## src/ihv_pkg.sv

```systemverilog
// ----------------------------------------------------------------------------
// ihv_pkg
// Shared types and constants for the IPv4 header validator: word positions
// inside the header, verdict codes, the packet summary record and queue status.
// ----------------------------------------------------------------------------
package ihv_pkg;

  // Stream and counter widths
  localparam int unsigned WORD_W = 16;
  localparam int unsigned CNT_W  = 6;
  localparam logic [CNT_W-1:0] CNT_MAX = 6'd63;

  // Positions of the captured 16-bit header words
  localparam logic [CNT_W-1:0] IDX_VER_IHL   = 6'd0;
  localparam logic [CNT_W-1:0] IDX_TOTAL_LEN = 6'd1;
  localparam logic [CNT_W-1:0] IDX_IDENT     = 6'd2;
  localparam logic [CNT_W-1:0] IDX_FLAGS     = 6'd3;
  localparam logic [CNT_W-1:0] IDX_PROTO     = 6'd4;
  localparam logic [CNT_W-1:0] IDX_SRC_HI    = 6'd6;
  localparam logic [CNT_W-1:0] IDX_SRC_LO    = 6'd7;
  localparam logic [CNT_W-1:0] IDX_DST_HI    = 6'd8;
  localparam logic [CNT_W-1:0] IDX_DST_LO    = 6'd9;

  // Header checks
  localparam logic [4:0]  MIN_HDR_WORDS = 5'd10;   // 16-bit words of a minimal header
  localparam logic [3:0]  IP_VERSION    = 4'd4;
  localparam logic [3:0]  MIN_IHL       = 4'd5;
  localparam logic [15:0] CSUM_GOOD     = 16'hFFFF;
  localparam logic [7:0]  PROTO_ICMP    = 8'd1;
  localparam logic [7:0]  PROTO_UDP     = 8'd17;

  // Configuration register select (address bit 2)
  localparam logic REG_LOCAL_ADDR  = 1'b0;
  localparam logic REG_SUBNET_MASK = 1'b1;

  // Queue between front and back
  localparam int unsigned QUEUE_DEPTH = 2;
  localparam int unsigned QPTR_W      = $clog2(QUEUE_DEPTH);
  localparam int unsigned QCNT_W      = $clog2(QUEUE_DEPTH + 1);

  typedef enum logic [3:0] {
    VERDICT_ICMP        = 4'd0,
    VERDICT_UDP         = 4'd1,
    VERDICT_SHORT       = 4'd2,
    VERDICT_VERSION     = 4'd3,
    VERDICT_HDRLEN      = 4'd4,
    VERDICT_FRAGMENT    = 4'd5,
    VERDICT_CHECKSUM    = 4'd6,
    VERDICT_OFF_NETWORK = 4'd7,
    VERDICT_PROTOCOL    = 4'd8
  } verdict_t;

  // Per-packet summary handed from front to back
  typedef struct packed {
    logic        short_pkt;
    logic        ver_ok;
    logic [3:0]  ihl;
    logic        more_frag;
    logic        csum_ok;
    logic [7:0]  proto;
    logic [31:0] src;
    logic [31:0] dst;
    logic [15:0] total_len;
    logic [15:0] ident;
  } pkt_info_t;

  typedef struct packed {
    logic              full;
    logic              empty;
    logic [QCNT_W-1:0] count;
  } q_stat_t;

endpackage

```

## src/ihv_front.sv

```systemverilog
// ----------------------------------------------------------------------------
// ihv_front
// Word-rate front end: counts words, captures header fields, folds the
// ones'-complement header sum and emits a packet summary on the last word.
// ----------------------------------------------------------------------------
module ihv_front import ihv_pkg::*; (
  input  logic              clk,
  input  logic              rst_n,
  input  logic              word_accept,
  input  logic [WORD_W-1:0] word,
  input  logic              last,
  output pkt_info_t         info,
  output logic              push
);

  logic [CNT_W-1:0]  cnt_r,   cnt_nxt;
  logic [15:0]       csum_r,  csum_nxt;
  logic [7:0]        vl_r,    vl_nxt;
  logic              mf_r,    mf_nxt;
  logic [7:0]        proto_r, proto_nxt;
  logic [15:0]       len_r,   len_nxt;
  logic [15:0]       ident_r, ident_nxt;
  logic [31:0]       src_r,   src_nxt;
  logic [31:0]       dst_r,   dst_nxt;

  logic [4:0]  ihl2;
  logic [4:0]  need;
  logic [16:0] csum_sum;

  // Capture fields by word position, fold the header sum
  always_comb begin
    vl_nxt    = vl_r;
    mf_nxt    = mf_r;
    proto_nxt = proto_r;
    len_nxt   = len_r;
    ident_nxt = ident_r;
    src_nxt   = src_r;
    dst_nxt   = dst_r;
    case (cnt_r)
      IDX_VER_IHL:   vl_nxt = word[15:8];
      IDX_TOTAL_LEN: len_nxt = word;
      IDX_IDENT:     ident_nxt = word;
      IDX_FLAGS:     mf_nxt = word[13];
      IDX_PROTO:     proto_nxt = word[7:0];
      IDX_SRC_HI:    src_nxt = {word, src_r[15:0]};
      IDX_SRC_LO:    src_nxt = {src_r[31:16], word};
      IDX_DST_HI:    dst_nxt = {word, dst_r[15:0]};
      IDX_DST_LO:    dst_nxt = {dst_r[31:16], word};
      default: ;
    endcase

    ihl2     = {vl_nxt[3:0], 1'b0};
    csum_sum = {1'b0, csum_r} + {1'b0, word};
    if (cnt_r < {1'b0, ihl2}) begin
      csum_nxt = csum_sum[15:0] + {15'd0, csum_sum[16]};
    end else begin
      csum_nxt = csum_r;
    end

    cnt_nxt = (cnt_r == CNT_MAX) ? cnt_r : cnt_r + 6'd1;
    need    = (ihl2 > MIN_HDR_WORDS) ? ihl2 : MIN_HDR_WORDS;
  end

  // Summary of the packet as it stands after this word
  always_comb begin
    info.short_pkt = cnt_nxt < {1'b0, need};
    info.ver_ok    = vl_nxt[7:4] == IP_VERSION;
    info.ihl       = vl_nxt[3:0];
    info.more_frag = mf_nxt;
    info.csum_ok   = csum_nxt == CSUM_GOOD;
    info.proto     = proto_nxt;
    info.src       = src_nxt;
    info.dst       = dst_nxt;
    info.total_len = len_nxt;
    info.ident     = ident_nxt;
  end

  assign push = word_accept & last;

  // Advance on each item, clear at packet end
  always_ff @(posedge clk) begin
    if (!rst_n || push) begin
      cnt_r   <= '0;
      csum_r  <= '0;
      vl_r    <= '0;
      mf_r    <= 1'b0;
      proto_r <= '0;
      len_r   <= '0;
      ident_r <= '0;
      src_r   <= '0;
      dst_r   <= '0;
    end else if (word_accept) begin
      cnt_r   <= cnt_nxt;
      csum_r  <= csum_nxt;
      vl_r    <= vl_nxt;
      mf_r    <= mf_nxt;
      proto_r <= proto_nxt;
      len_r   <= len_nxt;
      ident_r <= ident_nxt;
      src_r   <= src_nxt;
      dst_r   <= dst_nxt;
    end
  end

endmodule

```

## src/ihv_queue.sv

```systemverilog
// ----------------------------------------------------------------------------
// ihv_queue
// Small FIFO of packet summaries that decouples the front end from the
// verdict stage.
// ----------------------------------------------------------------------------
module ihv_queue import ihv_pkg::*; (
  input  logic      clk,
  input  logic      rst_n,
  input  logic      push,
  input  pkt_info_t din,
  input  logic      pop,
  output pkt_info_t dout,
  output q_stat_t   stat
);

  pkt_info_t         q_mem [QUEUE_DEPTH];
  logic [QPTR_W-1:0] wr_ptr_r, wr_ptr_nxt;
  logic [QPTR_W-1:0] rd_ptr_r, rd_ptr_nxt;
  logic [QCNT_W-1:0] count_r,  count_nxt;

  // Pointer wrap and occupancy
  always_comb begin
    wr_ptr_nxt = (wr_ptr_r == QPTR_W'(QUEUE_DEPTH - 1)) ? '0 : wr_ptr_r + 1'b1;
    rd_ptr_nxt = (rd_ptr_r == QPTR_W'(QUEUE_DEPTH - 1)) ? '0 : rd_ptr_r + 1'b1;
    count_nxt  = count_r;
    if (push && !pop) begin
      count_nxt = count_r + 1'b1;
    end else if (pop && !push) begin
      count_nxt = count_r - 1'b1;
    end
  end

  always_ff @(posedge clk) begin
    if (!rst_n) begin
      wr_ptr_r <= '0;
      rd_ptr_r <= '0;
      count_r  <= '0;
    end else begin
      if (push) begin
        wr_ptr_r <= wr_ptr_nxt;
      end
      if (pop) begin
        rd_ptr_r <= rd_ptr_nxt;
      end
      count_r <= count_nxt;
    end
  end

  // Store entries
  always_ff @(posedge clk) begin
    if (push) begin
      q_mem[wr_ptr_r] <= din;
    end
  end

  assign dout       = q_mem[rd_ptr_r];
  assign stat.full  = count_r == QCNT_W'(QUEUE_DEPTH);
  assign stat.empty = count_r == '0;
  assign stat.count = count_r;

endmodule

```

## src/ihv_back.sv

```systemverilog
// ----------------------------------------------------------------------------
// ihv_back
// Verdict stage: ranks the header checks of one packet summary and holds the
// result in the output register until it is taken.
// ----------------------------------------------------------------------------
module ihv_back import ihv_pkg::*; (
  input  logic        clk,
  input  logic        rst_n,
  input  pkt_info_t   info,
  input  logic        q_valid,
  output logic        q_pop,
  input  logic [31:0] local_addr,
  input  logic [31:0] subnet_mask,
  output logic        out_valid,
  input  logic        out_ready,
  output logic [3:0]  out_verdict,
  output logic [7:0]  out_protocol,
  output logic [31:0] out_source_address,
  output logic [31:0] out_dest_address,
  output logic [15:0] out_total_length,
  output logic [3:0]  out_header_words,
  output logic [15:0] out_ident
);

  verdict_t    verdict;
  logic        off_net;
  logic        valid_r;
  verdict_t    verdict_r;
  logic [7:0]  proto_r;
  logic [31:0] src_r;
  logic [31:0] dst_r;
  logic [15:0] len_r;
  logic [3:0]  ihl_r;
  logic [15:0] ident_r;

  // Rank the checks, first failure wins
  always_comb begin
    off_net = ((info.src ^ local_addr) & subnet_mask) != 32'd0;
    if (info.short_pkt) begin
      verdict = VERDICT_SHORT;
    end else if (!info.ver_ok) begin
      verdict = VERDICT_VERSION;
    end else if (info.ihl < MIN_IHL) begin
      verdict = VERDICT_HDRLEN;
    end else if (info.more_frag) begin
      verdict = VERDICT_FRAGMENT;
    end else if (!info.csum_ok) begin
      verdict = VERDICT_CHECKSUM;
    end else if (off_net) begin
      verdict = VERDICT_OFF_NETWORK;
    end else if (info.proto == PROTO_ICMP) begin
      verdict = VERDICT_ICMP;
    end else if (info.proto == PROTO_UDP) begin
      verdict = VERDICT_UDP;
    end else begin
      verdict = VERDICT_PROTOCOL;
    end
  end

  // Load a new result when the output register is free or being drained
  assign q_pop = q_valid && (!valid_r || out_ready);

  always_ff @(posedge clk) begin
    if (!rst_n) begin
      valid_r <= 1'b0;
    end else if (q_pop) begin
      valid_r <= 1'b1;
    end else if (out_ready) begin
      valid_r <= 1'b0;
    end
  end

  always_ff @(posedge clk) begin
    if (q_pop) begin
      verdict_r <= verdict;
      proto_r   <= info.proto;
      src_r     <= info.src;
      dst_r     <= info.dst;
      len_r     <= info.total_len;
      ihl_r     <= info.ihl;
      ident_r   <= info.ident;
    end
  end

  assign out_valid          = valid_r;
  assign out_verdict        = verdict_r;
  assign out_protocol       = proto_r;
  assign out_source_address = src_r;
  assign out_dest_address   = dst_r;
  assign out_total_length   = len_r;
  assign out_header_words   = ihl_r;
  assign out_ident          = ident_r;

endmodule

```

## src/ipv4_header_validator_core.sv

```systemverilog
// A packet's summary enters the queue when its last word is accepted, then moves
// to the output register. The front end takes one 16-bit word per cycle while
// in_ready is high, and the output register gives one verdict per cycle while
// out_ready is high. Input stalls only when the two-entry summary queue is full.
// Reset (synchronous, rst_n low) clears the packet state, the queue, the
// output valid and both configuration registers.
// ----------------------------------------------------------------------------
// ipv4_header_validator_core
// IPv4 header validator: front end over the word stream, summary queue,
// verdict stage and the APB register file for address and netmask.
// ----------------------------------------------------------------------------
module ipv4_header_validator_core import ihv_pkg::*; (
  input  logic        clk,
  input  logic        rst_n,
  // Packet words
  input  logic        in_valid,
  output logic        in_ready,
  input  logic [15:0] in_packet_word,
  input  logic        in_last_word,
  // Verdicts
  output logic        out_valid,
  input  logic        out_ready,
  output logic [3:0]  out_verdict,
  output logic [7:0]  out_protocol,
  output logic [31:0] out_source_address,
  output logic [31:0] out_dest_address,
  output logic [15:0] out_total_length,
  output logic [3:0]  out_header_words,
  output logic [15:0] out_ident,
  // Configuration
  input  logic        psel,
  input  logic        penable,
  input  logic        pwrite,
  input  logic [2:0]  paddr,
  input  logic [31:0] pwdata,
  output logic [31:0] prdata,
  output logic        pready
);

  logic [31:0] local_addr_r;
  logic [31:0] subnet_mask_r;
  logic        cfg_write;
  logic        word_accept;
  logic        push;
  logic        q_pop;
  pkt_info_t   front_info;
  pkt_info_t   q_info;
  q_stat_t     q_stat;

  // Register file
  assign pready    = 1'b1;
  assign cfg_write = psel && penable && pwrite && pready;
  assign prdata    = (paddr[2] == REG_SUBNET_MASK) ? subnet_mask_r : local_addr_r;

  always_ff @(posedge clk) begin
    if (!rst_n) begin
      local_addr_r  <= '0;
      subnet_mask_r <= '0;
    end else if (cfg_write) begin
      if (paddr[2] == REG_SUBNET_MASK) begin
        subnet_mask_r <= pwdata;
      end else begin
        local_addr_r <= pwdata;
      end
    end
  end

  // Hold input while the summary queue has no room
  assign in_ready    = !q_stat.full;
  assign word_accept = in_valid && in_ready;

  ihv_front u_front (
    .clk         (clk),
    .rst_n       (rst_n),
    .word_accept (word_accept),
    .word        (in_packet_word),
    .last        (in_last_word),
    .info        (front_info),
    .push        (push)
  );

  ihv_queue u_queue (
    .clk   (clk),
    .rst_n (rst_n),
    .push  (push),
    .din   (front_info),
    .pop   (q_pop),
    .dout  (q_info),
    .stat  (q_stat)
  );

  ihv_back u_back (
    .clk                (clk),
    .rst_n              (rst_n),
    .info               (q_info),
    .q_valid            (!q_stat.empty),
    .q_pop              (q_pop),
    .local_addr         (local_addr_r),
    .subnet_mask        (subnet_mask_r),
    .out_valid          (out_valid),
    .out_ready          (out_ready),
    .out_verdict        (out_verdict),
    .out_protocol       (out_protocol),
    .out_source_address (out_source_address),
    .out_dest_address   (out_dest_address),
    .out_total_length   (out_total_length),
    .out_header_words   (out_header_words),
    .out_ident          (out_ident)
  );

  // Queue occupancy never passes its depth
  assert property (@(posedge clk) disable iff (!rst_n)
    q_stat.count <= QCNT_W'(QUEUE_DEPTH))
    else $error("summary queue overflow");

  // An accepted packet carries the matching protocol
  assert property (@(posedge clk) disable iff (!rst_n)
    (out_valid && out_verdict == VERDICT_ICMP) |-> out_protocol == PROTO_ICMP)
    else $error("icmp verdict with other protocol");

  assert property (@(posedge clk) disable iff (!rst_n)
    (out_valid && out_verdict == VERDICT_UDP) |-> out_protocol == PROTO_UDP)
    else $error("udp verdict with other protocol");

  // An accepted packet has a header length of at least five 32-bit words
  assert property (@(posedge clk) disable iff (!rst_n)
    (out_valid && (out_verdict == VERDICT_ICMP || out_verdict == VERDICT_UDP))
      |-> out_header_words >= MIN_IHL)
    else $error("accepted packet with short header length");

endmodule

```

## config.mk

```make
export PLATFORM = sky130hd
export DESIGN_NAME = ipv4_header_validator_core
export DESIGN_NICKNAME = d
export VERILOG_FILES = /design/src/ihv_pkg.sv /design/src/ihv_front.sv /design/src/ihv_queue.sv /design/src/ihv_back.sv /design/src/ipv4_header_validator_core.sv
export SDC_FILE = /design/constraint.sdc
export NUM_CORES = 1
export LEC_CHECK = 0
export ABC_CLOCK_PERIOD_IN_PS = 8000
export BUFFER_PORTS_ARGS = -buffer_cell sky130_fd_sc_hd__buf_2
export CORE_UTILIZATION = 35
export DETAILED_ROUTE_END_ITERATION = 8
export PLACE_DENSITY = 0.63
export SLEW_MARGIN = 25
export SYNTH_ARGS = -nofsm -noshare
export SYNTH_HDL_FRONTEND = slang
export SYNTH_SLANG_ARGS = --single-unit
export TNS_END_PERCENT = 50
```

## constraint.sdc

```tcl
create_clock -name clk -period 8 [get_ports clk]
set_input_delay 2.4 -clock clk [delete_from_list [all_inputs] [get_ports clk]]
set_output_delay 2.4 -clock clk [all_outputs]
set_load 0.05 [all_outputs]
```

Yosys cells after proc, flatten, opt, wreduce, memory -nomap -nowiden
Memory sizes are Yosys's and may differ from the RTL's. A register that Yosys moved wholly into a read port is not among the register bits. Cells that the tools add are included.

Flip-flop bits (word level): 316. RAM bits: 224. Input bits: 59. Output and inout bits: 147. Memories kept: 1.

$add $sub $neg: 7. Magnitude comparators: 4. Equal/unequal tests: 14. Multiplexer cells: 28. Bitwise logic cells: 6. Reduce and logical (&&, ||, !) cells: 23.

Memory list: u_queue.q_mem (words 2, width 112, rd ports 1, clocked after memory_dff 1, write ports 1, RTL line ihv_queue.sv:16) `pkt_info_t q_mem [QUEUE_DEPTH];`.

Operators by type and width (count): $pmux W32 S2 (2); $mux W16 (3); $and A32 B32 Y32 (1); $mux W32 (1); $reduce_bool A32 Y1 (1); $xor A32 B32 Y32 (1); $eq A6 B3 Y1 const B (3); $add A16 B16 Y17 (1); $add A16 B1 Y16 (1); $eq A16 B16 Y1 const B (1); $mux W8 (2); $mux W3 (5); $eq A6 B2 Y1 const B (2); $eq A6 B4 Y1 const B (2); $lt A6 B5 Y1 (2); $mux W1 (10); $eq A8 B1 Y1 const B (1); $eq A8 B5 Y1 const B (1); $reduce_or A7 Y1 (1); $add A6 B1 Y6 const B (1); $eq A6 B1 Y1 const B (1); $eq A6 B6 Y1 const B (1); $logic_and A1 B1 Y1 (6); $logic_not A1 Y1 (6); other kinds (19) (26).

Longest topological paths before layout
Word-level depth: 8. Mapped depth: 17.

Cells and area by module
Synthesis repeated with hierarchy kept, for this count alone.

Cells, all modules: 1690. Area, all modules: 22844.4 sq um.

By module, submodules not included: ihv_queue (times used 1, cells an instance 370, area each 8316.7 sq um); ihv_front (times used 1, cells an instance 852, area each 7757.4 sq um); ihv_back (times used 1, cells an instance 183, area each 3946.3 sq um); ipv4_header_validator_core (times used 1, cells an instance 285, area each 2824.0 sq um).

Worst setup path after synthesis
OpenSTA, ideal clock, no wires.

Path kind: input-to-reg. Start: input port out_ready. End: register u_queue.count_r[1]. Setup time: 0.076 ns. Arrival time: 8.366 ns. Path slack: -0.441 ns. Stages on the path: 6. Buffers on the path: 0. Cells stage by stage: nor2b_1 -> nor2_1 -> inv_1 -> ha_1 -> or3_1 -> a21boi_0.

Longest elaborated chain between the ends: 5.

Ends and longest elaborated chain: start: declaration (RTL line ipv4_header_validator_core.sv:22) `input logic out_ready,`; $logic_or A1 B1 Y1 (*) (RTL line ihv_back.sv:61) `assign q_pop = q_valid && (!valid_r || out_ready);`; $logic_and A1 B1 Y1 (*) (RTL line ihv_back.sv:61); net q_pop (RTL line ipv4_header_validator_core.sv:45) `logic q_pop;`; $logic_not A1 Y1 (RTL line ihv_queue.sv:26) `if (push && !pop) begin`; $logic_and A1 B1 Y1 (RTL line ihv_queue.sv:26); $mux W2 / $reduce_bool A2 Y1 (equally long branches); end signal: assignment (RTL line ihv_queue.sv:45) `count_r <= count_nxt;`; end: declaration (RTL line ihv_queue.sv:19) `logic [QCNT_W-1:0] count_r, count_nxt;`.

The timed path passes the listed nets; every way through them passes the cells marked *. A chain may end at the register's enable or synchronous reset.

Worst setup path in the final report
Start: input port paddr[2]. End: output port prdata[20].

Longest elaborated chain between the ends: 1.

Ends and longest elaborated chain: start: declaration (RTL line ipv4_header_validator_core.sv:34) `input logic [2:0] paddr,`; $mux W32 (RTL line ipv4_header_validator_core.sv:53) `assign prdata = (paddr[2] == REG_SUBNET_MASK) ? subnet_mask_r : local_addr_r;`; end: declaration (RTL line ipv4_header_validator_core.sv:36) `output logic [31:0] prdata,`.

No other way between the ends.

==> reports/results.txt <==
setup TNS = 0 ns
Synth Area in Simple Gates = 10.48%
sequential cell area = 0.01420 mm²
Sw Ratio = 34.66%
WP data arrival = 3.81 ns
max-cap violation count = 0
fin crit period = 6.206 ns
Synth Cell Area = 0.02240 mm²
Post-CTS Hold Buffers = 0
area delta synth->final = 16.72%
die height = 255.0 µm
largest net degree at the start of global routing = 76
non-filler cells, final = 2880
share of layout cells above drive strength 1 = 25.91%
Reg power frac = 42.2%
routability cong. = 0.9001
RSZ-0062 raised after global routing = no
via count = 14760
Synth Flop Type = edfxtp_1
top-count cell post-synth = nand2_1
Max Freq = 0.1611 GHz
P_leak = 9.505 nW
Final Cycle Share = 77.57%
Async SR Flop Fraction = 0%
Hold Path Class = reg -> reg
Routed WL = 57290 µm
area leader, netlist = edfxtp_1
Hold Path Cell Cnt = 2
Slew Viols, Final = 0
sequential-to-total area share from yosys stat = 63.36%
Most Used Layer, Global Route = met2
Synth Area in Adders = 1.765%
Combinational Power Share = 27.1%
vias in the first global route = 14540
main combinational cell family by area after synthesis = simple AND/OR/NAND/NOR gates
Worst-path clk slew = 0.06 ns
Die Wd = 255.0 µm
DR pass1 iterations = 5
Max clock buf depth = 3
top-area cell type share of the netlist area = 45.04%
Overall Global Routing Usage = 17.20%
Mapped Cells = 1814
Detail Route Antenna Nets = 0
status = finished clean
Mapped Avg Cell Area = 12.35 µm²
final hold violations = 0
final setup violation count = 0
Fin Hold WS = 0.4528 ns
Int Pwr = 0.005658 W
Area contributors post-synth = edfxtp_1 (45%), dfxtp_1 (18%), mux2_2 (9.2%)
met2 usage = 29.22%
crit end category = output pin
Post-CTS Setup Inserts = 0
Max FO, Critical Path = 35
DRC Markers = 0
part of the power in the clock network = 30.6%
mux share of post-synthesis cell area = 9.920%
initial drt markers = 1109
cell row count = 92
switching power = 0.003001 W
CTS tree = yes
core area = 0.06320 mm²
IO Pins = 206
xor/xnor share of the synthesized area = 2.268%
Yosys cell types = 73
met1 Use GR = 21.82%
Post-synth top cells = nand2_1 (346), edfxtp_1 (336), dfxtp_1 (205)
r2r worst-path depth = 11
complex-gate fraction of the synthesized area = 10.13%
cts bufs inserted = 56
Final Skew = 0.03214 ns
Synthesis Warnings = 0
number of antenna violations at the first check in global routing = 5
Die ar. = 0.06502 mm²
DP Wirelength = 36080 µm
CTS Sinks = 541
power density cells = 331.2 mW/mm²
drt wl/cell = 19.89 µm
placed cells = 2774
startpoint type of the worst setup path = primary input
Mapped Nets = 1904
DR vias/cell = 5.124
fin nets = 2076
Worst Setup Path Type = in -> out
Max VDD drop = 225.8 µV
met3 usage = 3.468%
Post-synth EDFFs = 336
Multi-input gate area = 0.007792 mm²
Fillers = 5889
H-tree Lvls = 2
critical path required time = 5.60 ns
Slew HR = 32.26%
first-pass GRT wire length = 84190 µm
worst slew pin tran = 1.014 ns
FF+latch count, synth = 541
GR Overflow Total = 0
diode count = 0
cts repair resizes = 0
PortBufs = 202
Initial Utilization = 35.45%
CTS root buffer = clkbuf_16
Worst-Skew Late Latency = 0.62 ns
==> power by group through the flow <==
| stage | Sequential [W] | Clock [W] | Combinational (W) |
|---|---|---|---|
| 6_report | 0.00366 | 0.00265 | 0.00235 |
| 5_1_grt | 0.00370 | 0.00281 | 0.00250 |
| 4_1_cts | 0.00368 | 0.00272 | 0.00237 |
| 3_5_place_dp | 0.00373 | 0 | 0.00236 |
| 3_3_place_gp | 0.00373 | 0 | 0.00233 |
| 2_1_floorplan | 0.00439 | 0 | 0.00105 |
==> layer usage <==
metal / up-vias / share of wire [%] / routed length [µm]
met4: 8 / 2.9 / 1668
met2: 482 / 48 / 27280
met3: 100 / 6.6 / 3798
met5: - / 0.098 / 56
met1: 7260 / 43 / 24490
li1: 6906 / - / -
==> path summary, 6_finish.rpt <==
| kind | start | end | slack [ns] |
|---|---|---|---|
| min reg2reg | u_front.len_r[9] | u_front.len_r[9] | 0.45 |
| min | u_front.len_r[9] | u_front.len_r[9] | 0.45 |
| max reg2reg | register | u_back.out_verdict[0] | 3.34 |
| max | paddr[2] | prdata[20] | 1.79 |
==> per-stage QoR <==
stage / worst slack, ns / instance area (µm²) / util [%] / power [W]
3_5_place_dp: 1.220 / 24240 / 38.35 / 0.006092
6_report: 1.794 / 26150 / 41.37 / 0.008659
3_3_place_gp: 1.240 / 24240 / 38.35 / 0.006053
2_1_floorplan: 0.03420 / 22400 / - / 0.005433
4_1_cts: 1.830 / 26140 / 41.36 / 0.008764
5_1_grt: 1.550 / 26150 / 41.37 / 0.009014
==> layout by cell type, fill, tap and decap left out, types with 42 or more instances in the layout <==
cell type and count:
a21boi_0 67, clkbuf_16 59, xor2_1 42, nand2_1 344, mux2_2 184, a21oi_1 108
dfxtp_1 204, edfxtp_1 336, buf_2 202, nor2_1 74, a22o_1 65
==> sequential cells by signal (all words and copies together) (netlist names), named ones only <==
name                       count
u_queue.rd_ptr_r               1
u_back.out_total_length       16
u_queue.count_r                2
u_front.proto_r                8
u_front.csum_r                16
u_front.cnt_r                  6
u_back.out_dest_address       32
u_back.out_verdict             4
u_back.out_valid               1
u_front.mf_r                   1
u_front.ident_r               16
u_back.out_ident              16
u_back.out_source_address     32
u_back.out_protocol            8
u_queue.wr_ptr_r               1
u_back.out_header_words        4
u_front.vl_r                   8
subnet_mask_r                 32
local_addr_r                  32
u_queue.q_mem                224
u_front.dst_r                 32
u_front.src_r                 32
u_front.len_r                 16
==> cell type report <==
| cell class | count | share of cell area (%) |
|---|---|---|
| clock buffers | 78 | 6.303 |
| clock inverters | 28 | 0.9715 |
| inverters | 14 | 0.2010 |
| multi-input cells | 1154 | 29.80 |
| flip-flops and latches | 541 | 54.30 |
| well taps | 846 | 4.049 |
| repair buffers | 219 | 4.369 |
==> cells by family (layout without fill, tap and decap cells) <==
logic type | count (synthesis) | in the layout
fa+ha+maj | 31 | 31
simple gates | 540 | 540
mux | 199 | 199
compound gates | 325 | 325
flops | 541 | 541
buf+inv | 119 | 339
xor+xnor | 58 | 58
other cells | 1 | 1
==> critical path: stages <==
cell	delay [ns]
buf_2	0.71
mux2_2	0.44
buf_2	0.22
Note: power is estimated with default switching activity, not from simulation.
